<file path="src/rtl/core/oas_pkg.sv">
// ----------------------------------------------------------------------------
// oas_pkg
// shared constants for the ordered array store: opcodes, status codes and
// field widths of the request and result transactions
// ----------------------------------------------------------------------------
package oas_pkg;

  // default number of words in the store
  localparam int DEPTH_DEFAULT = 32;

  // request fields
  localparam int OPCODE_W   = 3;
  localparam int VALUE_W    = 32;
  localparam int POSITION_W = 6;
  localparam int REQ_W      = OPCODE_W + VALUE_W + POSITION_W;
  localparam int REQ_BYTES_W = ((REQ_W + 7) / 8) * 8;

  // result fields
  localparam int STATUS_W = 2;
  localparam int FOUND_W  = 6;
  localparam int COUNT_W  = 6;
  localparam int RES_W    = STATUS_W + FOUND_W + COUNT_W;
  localparam int RES_BYTES_W = ((RES_W + 7) / 8) * 8;

  // opcodes
  localparam logic [OPCODE_W-1:0] OP_APPEND = 3'd0;
  localparam logic [OPCODE_W-1:0] OP_INSERT = 3'd1;
  localparam logic [OPCODE_W-1:0] OP_REMOVE = 3'd2;
  localparam logic [OPCODE_W-1:0] OP_MODIFY = 3'd3;
  localparam logic [OPCODE_W-1:0] OP_FIND   = 3'd4;

  // status codes
  localparam logic [STATUS_W-1:0] ST_OK    = 2'd0;
  localparam logic [STATUS_W-1:0] ST_RANGE = 2'd1;
  localparam logic [STATUS_W-1:0] ST_FULL  = 2'd2;

  // found position when the word is absent (-1)
  localparam logic [FOUND_W-1:0] NOT_FOUND = 6'h3F;

endpackage

</file>
<file path="src/rtl/core/ordered_array_store.sv">
// ----------------------------------------------------------------------------
// ordered_array_store
// ordered store of signed 32-bit words with append, insert, remove, modify
// and find, built around one memory and a small walking sequencer
// ----------------------------------------------------------------------------
//
//  channel   direction  fields (lowest bit first)
//  s_axis    in         opcode[2:0] value[34:3] position[40:35], zero pad to 48
//  m_axis    out        status[1:0] found_position[7:2] count[13:8], zero pad to 16
//
//  append, modify, errors and unused opcodes pass from accept through the
//  decode and done steps to the result register; insert, remove and find walk
//  the store one entry per cycle over the single memory read port, so their
//  walk covers up to the count of stored words; the memory has one read and
//  one write port, and the sequencer returns to idle before the next accept
//  s_tready is high only while the sequencer is idle; one transaction at a time
//  a finished result waits in the output register while the next request
//  can already be accepted; the sequencer holds only if that register is full
//  rst is synchronous and clears the count and control state; the word
//  memory is not cleared, since no entry at or above the count is ever read
//
module ordered_array_store #(
  parameter int DEPTH = oas_pkg::DEPTH_DEFAULT
) (
  input  logic                           clk,
  input  logic                           rst,
  // opcode[2:0], value[34:3], position[40:35]
  input  logic [oas_pkg::REQ_BYTES_W-1:0] s_tdata,
  input  logic                           s_tvalid,
  output logic                           s_tready,
  // status[1:0], found_position[7:2], count[13:8]
  output logic [oas_pkg::RES_BYTES_W-1:0] m_tdata,
  output logic                           m_tvalid,
  input  logic                           m_tready
);

  // widths derived from the depth
  localparam int AW    = $clog2(DEPTH);
  localparam int CNT_W = $clog2(DEPTH + 1);
  localparam int CMP_W = (CNT_W > oas_pkg::POSITION_W) ? CNT_W : oas_pkg::POSITION_W;
  localparam logic [CNT_W-1:0] DEPTH_C = CNT_W'(DEPTH);

  // sequencer states
  localparam logic [2:0] S_IDLE = 3'd0;
  localparam logic [2:0] S_EXEC = 3'd1;
  localparam logic [2:0] S_WALK = 3'd2;
  localparam logic [2:0] S_LAST = 3'd3;
  localparam logic [2:0] S_DONE = 3'd4;

  logic [2:0] state, state_next;

  // latched request
  logic [oas_pkg::OPCODE_W-1:0]   opcode;
  logic signed [oas_pkg::VALUE_W-1:0] value;
  logic [oas_pkg::POSITION_W-1:0] position;

  // store state
  logic [CNT_W-1:0] used_count, used_count_next;
  logic [oas_pkg::VALUE_W-1:0] mem [DEPTH];
  logic [oas_pkg::VALUE_W-1:0] rd_data;

  // walk pointer and the read in flight
  logic [CNT_W-1:0] ptr, ptr_next;
  logic             pend, pend_next;
  logic [AW-1:0]    pend_addr, pend_addr_next;

  // result being built
  logic [oas_pkg::STATUS_W-1:0] status, status_next;
  logic [oas_pkg::FOUND_W-1:0]  found, found_next;

  // memory port controls
  logic                        mem_we, mem_re;
  logic [AW-1:0]               mem_waddr, mem_raddr;
  logic [oas_pkg::VALUE_W-1:0] mem_wdata;

  logic [CMP_W-1:0] pos_ext, cnt_ext, idx_ext;
  logic [CNT_W-1:0] pos_c;
  logic [AW-1:0]    pos_a;
  logic             full;
  logic             issue;
  logic             s_accept;
  logic             out_free;

  assign s_tready = (state == S_IDLE);
  assign s_accept = s_tvalid && s_tready;
  assign out_free = !m_tvalid || m_tready;

  assign pos_ext = CMP_W'(position);
  assign cnt_ext = CMP_W'(used_count);
  assign idx_ext = CMP_W'(pend_addr);
  // only used once the position is known to be within the count
  assign pos_c   = pos_ext[CNT_W-1:0];
  assign pos_a   = pos_ext[AW-1:0];
  assign full    = (used_count == DEPTH_C);

  // insert walks down from the count, remove and find walk up
  always_comb begin
    if (opcode == oas_pkg::OP_INSERT) begin
      issue = (ptr > pos_c);
    end else begin
      issue = (ptr < used_count);
    end
  end

  always_comb begin
    state_next      = state;
    used_count_next = used_count;
    ptr_next        = ptr;
    pend_next       = 1'b0;
    pend_addr_next  = pend_addr;
    status_next     = status;
    found_next      = found;
    mem_we          = 1'b0;
    mem_waddr       = pos_a;
    mem_wdata       = value;
    mem_re          = 1'b0;
    mem_raddr       = ptr[AW-1:0];

    unique case (state)
      S_IDLE: begin
        if (s_accept) begin
          state_next = S_EXEC;
        end
      end

      S_EXEC: begin
        status_next = oas_pkg::ST_OK;
        found_next  = oas_pkg::NOT_FOUND;
        state_next  = S_DONE;
        unique case (opcode)
          oas_pkg::OP_APPEND: begin
            if (full) begin
              status_next = oas_pkg::ST_FULL;
            end else begin
              mem_we          = 1'b1;
              mem_waddr       = used_count[AW-1:0];
              used_count_next = used_count + 1'b1;
            end
          end
          oas_pkg::OP_INSERT: begin
            // range check comes before the full check
            if (pos_ext > cnt_ext) begin
              status_next = oas_pkg::ST_RANGE;
            end else if (full) begin
              status_next = oas_pkg::ST_FULL;
            end else begin
              ptr_next   = used_count;
              state_next = S_WALK;
            end
          end
          oas_pkg::OP_REMOVE: begin
            if (pos_ext >= cnt_ext) begin
              status_next = oas_pkg::ST_RANGE;
            end else begin
              ptr_next   = CNT_W'(pos_c + 1'b1);
              state_next = S_WALK;
            end
          end
          oas_pkg::OP_MODIFY: begin
            if (pos_ext >= cnt_ext) begin
              status_next = oas_pkg::ST_RANGE;
            end else begin
              mem_we = 1'b1;
            end
          end
          oas_pkg::OP_FIND: begin
            ptr_next   = '0;
            state_next = S_WALK;
          end
          default: begin
            // unused opcodes leave everything as it is
          end
        endcase
      end

      S_WALK: begin
        // issue the next read of the walk
        if (issue) begin
          mem_re    = 1'b1;
          pend_next = 1'b1;
          if (opcode == oas_pkg::OP_INSERT) begin
            mem_raddr      = AW'(ptr - 1'b1);
            pend_addr_next = ptr[AW-1:0];
            ptr_next       = ptr - 1'b1;
          end else if (opcode == oas_pkg::OP_REMOVE) begin
            pend_addr_next = AW'(ptr - 1'b1);
            ptr_next       = ptr + 1'b1;
          end else begin
            pend_addr_next = ptr[AW-1:0];
            ptr_next       = ptr + 1'b1;
          end
        end

        // retire the read issued last cycle
        if (pend && opcode != oas_pkg::OP_FIND) begin
          mem_we    = 1'b1;
          mem_waddr = pend_addr;
          mem_wdata = rd_data;
        end

        if (pend && opcode == oas_pkg::OP_FIND && rd_data == value) begin
          found_next = idx_ext[oas_pkg::FOUND_W-1:0];
          state_next = S_DONE;
        end else if (!issue && !pend) begin
          if (opcode == oas_pkg::OP_INSERT) begin
            state_next = S_LAST;
          end else begin
            if (opcode == oas_pkg::OP_REMOVE) begin
              used_count_next = used_count - 1'b1;
            end
            state_next = S_DONE;
          end
        end
      end

      S_LAST: begin
        // gap is open, drop the new word in
        mem_we          = 1'b1;
        used_count_next = used_count + 1'b1;
        state_next      = S_DONE;
      end

      S_DONE: begin
        if (out_free) begin
          state_next = S_IDLE;
        end
      end

      default: begin
        state_next = S_IDLE;
      end
    endcase
  end

  // word memory: one write and one registered read per cycle
  always_ff @(posedge clk) begin
    if (mem_we) begin
      mem[mem_waddr] <= mem_wdata;
    end
    if (mem_re) begin
      rd_data <= mem[mem_raddr];
    end
  end

  // request latch and walk registers
  always_ff @(posedge clk) begin
    if (s_accept) begin
      opcode   <= s_tdata[2:0];
      value    <= s_tdata[34:3];
      position <= s_tdata[40:35];
    end
    ptr       <= ptr_next;
    pend_addr <= pend_addr_next;
    status    <= status_next;
    found     <= found_next;
  end

  // control state and result register
  always_ff @(posedge clk) begin
    if (rst) begin
      state      <= S_IDLE;
      used_count <= '0;
      pend       <= 1'b0;
      m_tvalid   <= 1'b0;
      m_tdata    <= '0;
    end else begin
      state      <= state_next;
      used_count <= used_count_next;
      pend       <= pend_next;
      if (state == S_DONE && out_free) begin
        m_tvalid <= 1'b1;
        m_tdata  <= {{(oas_pkg::RES_BYTES_W - oas_pkg::RES_W){1'b0}},
                     cnt_ext[oas_pkg::COUNT_W-1:0], found, status};
      end else if (m_tready) begin
        m_tvalid <= 1'b0;
      end
    end
  end

  // the count never passes the depth
  a_count_bound: assert property (@(posedge clk) disable iff (rst)
    used_count <= DEPTH_C)
    else $error("word count beyond depth");

  // the count moves by at most one per request
  a_count_step: assert property (@(posedge clk) disable iff (rst)
    (used_count != $past(used_count)) |->
      (used_count == CNT_W'($past(used_count) + 1'b1) ||
       used_count == CNT_W'($past(used_count) - 1'b1)))
    else $error("word count jumped");

  // an accepted request is always taken up by the decode step
  a_accept_exec: assert property (@(posedge clk) disable iff (rst)
    s_accept |=> (state == S_EXEC))
    else $error("accepted request not decoded");

  // a new result only appears from the done step
  a_result_src: assert property (@(posedge clk) disable iff (rst)
    $rose(m_tvalid) |-> ($past(state) == S_DONE))
    else $error("result raised outside done step");

  // shifting writes during a walk always come from a read in flight
  a_walk_write: assert property (@(posedge clk) disable iff (rst)
    (state == S_WALK && mem_we) |-> pend)
    else $error("walk write without read data");

endmodule

</file>
<file path="config.mk">
export PLATFORM = sky130hd
export DESIGN_NAME = ordered_array_store
export DESIGN_NICKNAME = d
export VERILOG_FILES = /design/src/rtl/core/oas_pkg.sv /design/src/rtl/core/ordered_array_store.sv
export SDC_FILE = /design/constraint.sdc
export NUM_CORES = 1
export LEC_CHECK = 0
export BUFFER_PORTS_ARGS = -buffer_cell sky130_fd_sc_hd__buf_2
export CORE_MARGIN = 1.5
export CORE_UTILIZATION = 60
export CTS_CLUSTER_DIAMETER = 150
export DETAILED_ROUTE_END_ITERATION = 6
export PLACE_DENSITY = 0.74
export SLEW_MARGIN = 20
export SYNTH_ARGS = -nofsm -noshare
export SYNTH_HDL_FRONTEND = slang
export SYNTH_SLANG_ARGS = --single-unit
export TNS_END_PERCENT = 30
</file>
<file path="constraint.sdc">
create_clock -name clk -period 5.6 [get_ports clk]
set_clock_uncertainty 0.2 [all_clocks]
set_input_delay 0 -clock clk [delete_from_list [all_inputs] [get_ports clk]]
set_output_delay 0 -clock clk [all_outputs]
set_load 0.02 [all_outputs]
</file>
==> run metrics, run 1 <==
final hold vios 0; crit path time final 4.849 ns; drt pass-1 iters 6; Slowest cell on crit path edfxtp_1; sequential fraction of the synthesis area 74.88%; Total Nets Final 3216; syn avg cell area 15.33 µm²; FILL cells 4584; post-synth top area cell edfxtp_1; DR vias 27673; area of the multi-input gates 0.01086 mm²; Final ANT Viol Nets 0; global placement routability congestion 0.8605; unrepaired setup endpoints after global routing false; Worst setup EP type register; CTS tree built; vias in the first global route 27026; GR Overflow Total 0; clock buffer depth 3; die width 278.1 µm; Clock transition at path regs 0.06 ns; achievable frequency 206.2 MHz; status completed; worst skew pair latency 0.69 ns; post_cts resized 0; Worst Hold Class in2reg; Non-Filler Instances 4205; M3 GR Usage 5.549%; clock root buffer clkbuf_16; Post-synth EDFFs 1116; Global Route met2 Usage 48.25%; Worst-Margin Slew 1.187 ns; first-pass GRT wire length 173100 µm; power density over the cells 360.0 mW/mm²; Distinct cells, synth 64; ranking of synthesized cells by area edfxtp_1 74%, nand2_1 4.8%, mux2i_1 4.7%; half-perimeter wire length after placement 63570 µm; Sink Count 1141; max_cap viols 0; Setup TNS Final 0 ns; crit-path max FO 53; max incr delay on CP 0.76 ns; H-tree Lvls 3; GR Util met1 42.30%; initial antenna violation count 0; GRT Overall Usage 30.67%; Core Rows 100; die area 0.07736 mm²; post-synth top area share 73.78%; FFs w/ async S/R, synth 0%; crit-path cells ha_1 > and4_1 > o21a_1 > o31ai_4 > mux2i_4 > buf_12 > buf_12 > buf_4 > mux2i_1 > a32oi_1 > a31oi_1 > nor4_1; Ports 70; Arr. time, crit path 5.06 ns; dpl cells 3908; First DRT Iteration DRCs 3757; Post-Syn Area 0.04542 mm²; share of cells above drive strength 1 13.08%; number of synthesized register bits 1141; fin. max-slew vios 0; Die Ht 278.1 µm; Area Overhead vs Synth 15.02%; Core Region 0.07470 mm²; via/cell ratio 6.581; Setup CP Type reg2reg; pin count of the biggest net entering global routing 97; WL/cell 28.19 µm; Yosys Warn Count 0; Reg area 0.03401 mm²; leakage 17.62 nW; worst path required time 5.81 ns; Initial Util 60.81%; Slew HR 20.14%; drt drc 0; port bufs 60; Final setup viols 0; CP Launch Type register; worst vdd ir 0.3045 mV; Worst path most repeated cell buf_12; grt peak-use layer met2; Post-Syn Instances 2962; Num CTS Buffers 111; Total Wirelength 118500 µm; dominant synthesized flop cell edfxtp_1; Tcrit/Tclk final 86.58%
## timing repair
| action | CTS | global route |
|---|---|---|
| endpoints found under the hold margin | 66 | 0 |
| hold buffers | 87 | 0 |
| setup buffers | 0 | 0 |
| setup endpoints to repair | 0 | 0 |
## metal layers
metal / vias up / part of all wire (%)
li1: 11738 / -
met1: 13846 / 37
met2: 1782 / 48
met3: 307 / 11
met4: 0 / 4.5
met5: - / 0
## cell type report
| cell class | count | share of cell area, % |
|---|---|---|
| inverters | 25 | 0.1796 |
| well taps | 969 | 2.321 |
| multi-input cells | 1626 | 20.79 |
| clock inverters | 71 | 1.322 |
| clock buffers | 137 | 5.705 |
| diodes | 2 | 0.009580 |
| flip-flops and latches | 1141 | 65.11 |
| repair buffers | 234 | 4.570 |
## where the power goes
part	switching, mW	leakage (nW)	internal (mW)
registers	0.0741	10.2	9.56
logic	1.14	5.58	0.559
clock network	3.14	1.80	4.33
## worst paths after layout
kind         startpoint          to  slack [ns]  depth (start not counted)
min                 rst  cnt_ext[0]        0.11                          3
min reg2reg  m_tdata[5]  m_tdata[5]        0.26                          2
max reg2reg      ptr[2]  rd_data[3]        0.75                         12
max              ptr[2]  rd_data[3]        0.75                         12
## metrics by stage
step           instance area [µm²]  setup WS [ns]  power [mW]  hold slack, ns  util, %
2_1_floorplan                45420          1.112       10.85         -0.1011        -
3_3_place_gp                 47690         0.8530       11.36        -0.02245    63.85
3_5_place_dp                 47690         0.7852       11.43        -0.02189    63.85
4_1_cts                      52240         0.7901       18.81         0.07614    69.93
5_1_grt                      52240         0.5002       19.28          0.1190    69.93
6_report                     52240         0.7513       18.81          0.1136    69.94
## flip-flops by register name, summed over array words and instances, names as in the netlist
register	count
value	32
opcode	3
pos_c	6
rd_data	32
status	2
pend_addr	5
found	6
ptr	6
cnt_ext	6
mem	1024
state	3
m_tvalid	1
m_tdata	14
pend	1
## cells in the mapped netlist, types with 25 or more instances
cell and n:
xor2_1 31, nor4_1 43, a221oi_2 27, clkbuf_1 89
mux2i_1 213, a32oi_1 64, o21ai_0 32, a21oi_1 50
nand2_1 583, dfxtp_1 25, a221oi_1 39, buf_2 45
nand3_1 139, o221ai_1 26, a31oi_1 64, edfxtp_1 1116
nor2_1 114, mux4_2 33
## logic make-up after synthesis
logic type | Yosys count | synth area share, %
compound gates | 360 | 6.198
xor+xnor | 51 | 1.025
fa+ha+maj | 25 | 0.7052
buf+inv | 196 | 1.992
flops | 1141 | 74.88
mux | 253 | 6.529
other cells | 1 | 0.008256
simple gates | 935 | 8.658
## placed cells by master, fill, tap and decap left out, types with 27 or more instances in the layout
cell / count
buf_4: 42
a221oi_1: 39
a21oi_1: 48
edfxtp_1: 1116
mux4_2: 33
clkbuf_16: 115
dlygate4sd3_1: 87
clkinv_1: 29
nand3_1: 138
a31oi_1: 64
mux2i_1: 213
a221oi_2: 27
o21ai_0: 29
nor4_1: 43
a32oi_1: 64
nand2_1: 582
xor2_1: 31
buf_2: 60
nor2_1: 82
buf_12: 45
nor2_4: 32
## critical path, delay by kind of cell (launching register included)
family	cells	cell delay, ns
flops	1	0.76
buf+inv	3	0.93
compound gates	4	1.13
simple gates	2	0.31
fa+ha+maj	1	0.34
mux	2	0.85
Power figures use the tool's default switching activity.
==> inputs of run 2 (changes only) <==
--- a/config.mk
+++ b/config.mk
@@ -6,11 +6,14 @@
 export NUM_CORES = 1
 export LEC_CHECK = 0
 export BUFFER_PORTS_ARGS = -buffer_cell sky130_fd_sc_hd__buf_2
+export CELL_PAD_IN_SITES_DETAIL_PLACEMENT = 0
+export CELL_PAD_IN_SITES_GLOBAL_PLACEMENT = 1
 export CORE_MARGIN = 1.5
-export CORE_UTILIZATION = 60
+export CORE_UTILIZATION = 54
 export CTS_CLUSTER_DIAMETER = 150
 export DETAILED_ROUTE_END_ITERATION = 6
-export PLACE_DENSITY = 0.74
+export PLACE_DENSITY = 0.78
+export REMOVE_ABC_BUFFERS = 1
 export SLEW_MARGIN = 20
 export SYNTH_ARGS = -nofsm -noshare
 export SYNTH_HDL_FRONTEND = slang
==> run 2 against run 1 <==
Against the previous run: sequential power barely moved; hold slack lost 0.0085 ns; global-route usage fell by 2.7 points; wire length is 1.5% higher; count of clock-buffer cells in the layout is 4 higher; first-iteration DRC count fell by 22%; critical path type unchanged; largest cell class unchanged; largest power group unchanged; highest routed layer is now met5.
==> run metrics, run 2 (synthesis results as in run 1) <==
status completed; Slowest cell on crit path nor2_4; crit-path max FO 17 (-68%); final hold vios 0 (unchanged); clock buffer depth 3 (unchanged); via/cell ratio 6.270 (-4.7%); die width 293.0 µm (+5.4%); Setup CP Type reg2reg; vias in the first global route 26337 (-2.5%); post_cts resized 0 (unchanged); Clock transition at path regs 0.06 ns (about the same); CTS tree built; max_cap viols 0 (unchanged); FILL cells 5870 (+28%); Area Overhead vs Synth 15.01% (about the same); clock root buffer clkbuf_16; worst skew pair latency 0.68 ns (about the same); Post-CTS Hold Buffers 86 (-1.1%); Setup Buffers After CTS 0 (unchanged); leakage 17.59 nW (-0.14%); Tcrit/Tclk final 84.62% (-2.0 points); Slew HR 28.01% (+7.9 points); top flop regs mem x1024, rd_data x32, value x32; crit-path cells nor2b_1 > nand2_1 > nor4_1 > a21oi_1 > a222oi_1 > nor2b_1 > nand2_1 > nor2_4 > buf_4; Total Wirelength 120300 µm (+1.5%); die area 0.08586 mm² (+11%); Biggest register mem; power density over the cells 357.1 mW/mm² (-0.82%); Ports 70 (unchanged); global placement routability congestion 0.8396 (-2.4%); Core Region 0.08342 mm² (+12%); Die Ht 293.0 µm (+5.4%); Final setup viols 0 (unchanged); port bufs 60 (unchanged); share of cells above drive strength 1 13.06% (-0.022 points); Initial Util 54.45% (-6.4 points); GR Overflow Total 0 (unchanged); Total Nets Final 3231 (+0.47%); Min Hold Slack 0.1051 ns (-0.008454 ns); fin. max-slew vios 0 (unchanged); first-pass GRT wire length 174000 µm (+0.48%); pin count of the biggest net entering global routing 72 (-26%); commonest cells after routing, fill and taps aside 1116 x edfxtp_1, 582 x nand2_1, 213 x mux2i_1; worst path required time 5.76 ns (-0.05 ns); Setup TNS Final 0 ns (unchanged); H-tree Lvls 3 (unchanged); Core Rows 106 (+6.0%); max reg flops 1024 (unchanged); drt pass-1 iters 6 (unchanged); Num CTS Buffers 112 (+0.90%); worst vdd ir 0.2815 mV (-7.6%); unrepaired setup endpoints after global routing false; First DRT Iteration DRCs 2940 (-22%); Worst Hold Class in2reg; post-layout util 62.62% (-7.3 points); Arr. time, crit path 4.90 ns (-0.16 ns); commonest non-fill, non-tap cell in the layout edfxtp_1; initial antenna violation count 1 (+1); # diodes 0 (-2); GRT Overall Usage 27.99% (-2.7 points); WL/cell 27.80 µm (-1.4%); max incr delay on CP 0.89 ns (+0.13 ns); Final ANT Viol Nets 0 (unchanged); Worst setup EP type register; crit path time final 4.739 ns (-0.1100 ns); drt drc 0 (unchanged); CP Launch Type register; Worst-Margin Slew 1.077 ns (-0.1098 ns); half-perimeter wire length after placement 63960 µm (+0.62%); Sink Count 1141 (unchanged); achievable frequency 211.0 MHz (+2.3%); DR vias 27129 (-2.0%)
==> run 2: cell types whose count changed in the layout (fill, tap and decap cells not counted), sizes merged <==
cell / before / now
bufinv: 12 / 11
clkbuf: 137 / 141
clkinv: 52 / 51
clkinvlp: 4 / 1
dlygate4sd3: 87 / 86
diode: 2 / 0
buf: 147 / 162
==> run 2: worst paths after layout <==
path	startpoint	end	slack, ns	depth (start not counted)
min	rst	cnt_ext[2]	0.11	3
min reg2reg	m_tdata[8]	m_tdata[8]	0.25	2
max reg2reg	state[0]	mem[2][27]	0.86	9
max	state[0]	mem[2][27]	0.86	9
==> run 2: power breakdown <==
group	internal, mW	switching [mW]	leakage (nW)	total, mW
clock network	4.20	3.11	1.73	7.31
logic	0.570	1.15	5.61	1.72
registers	9.56	0.0603	10.2	9.62
==> run 2: layer usage <==
metal | up-vias | GRT usage [%] | part of all wire (%)
met3 | 213 | 4.690 | 9.3
met4 | 2 | 8.922 | 2.9
met2 | 1370 | 46.15 | 48
li1 | 11769 | - | -
met1 | 13775 | 38.34 | 39
met5 | - | 0 | 0.0083
==> run 2: through the flow <==
| stage | instances | setup slack [ns] | area, µm² | total power [mW] |
|---|---|---|---|---|
| after detailed placement | 4034 | 1.033 | 47810 | 11.45 |
| after global routing | 4327 | 0.6264 | 52240 | 19.18 |
| after global placement | 4034 | 1.084 | 47810 | 11.40 |
| final | 4327 | 0.8614 | 52240 | 18.65 |
| after CTS | 4327 | 0.9785 | 52240 | 18.72 |
| after floorplan | 2792 | -5.903 | 44610 | 10.96 |
==> run 2: cell type report <==
type | count | area, µm² | area share (%)
sequential | 1141 | 34010 | 65.11
multi-input combinational | 1626 | 10860 | 20.79
clock buffer | 141 | 2933 | 5.615
timing repair buffer | 248 | 2352 | 4.503
tap | 1080 | 1351 | 2.587
clock inverter | 66 | 633.1 | 1.212
inverter | 25 | 93.84 | 0.1796
==> run 2: worst max-delay path, delay by kind of cell (launching register included) <==
kind            cells  cell delay [ns]
compound gates      2             0.74
buf+inv             1             0.36
flops               1             0.43
simple gates        6             2.68
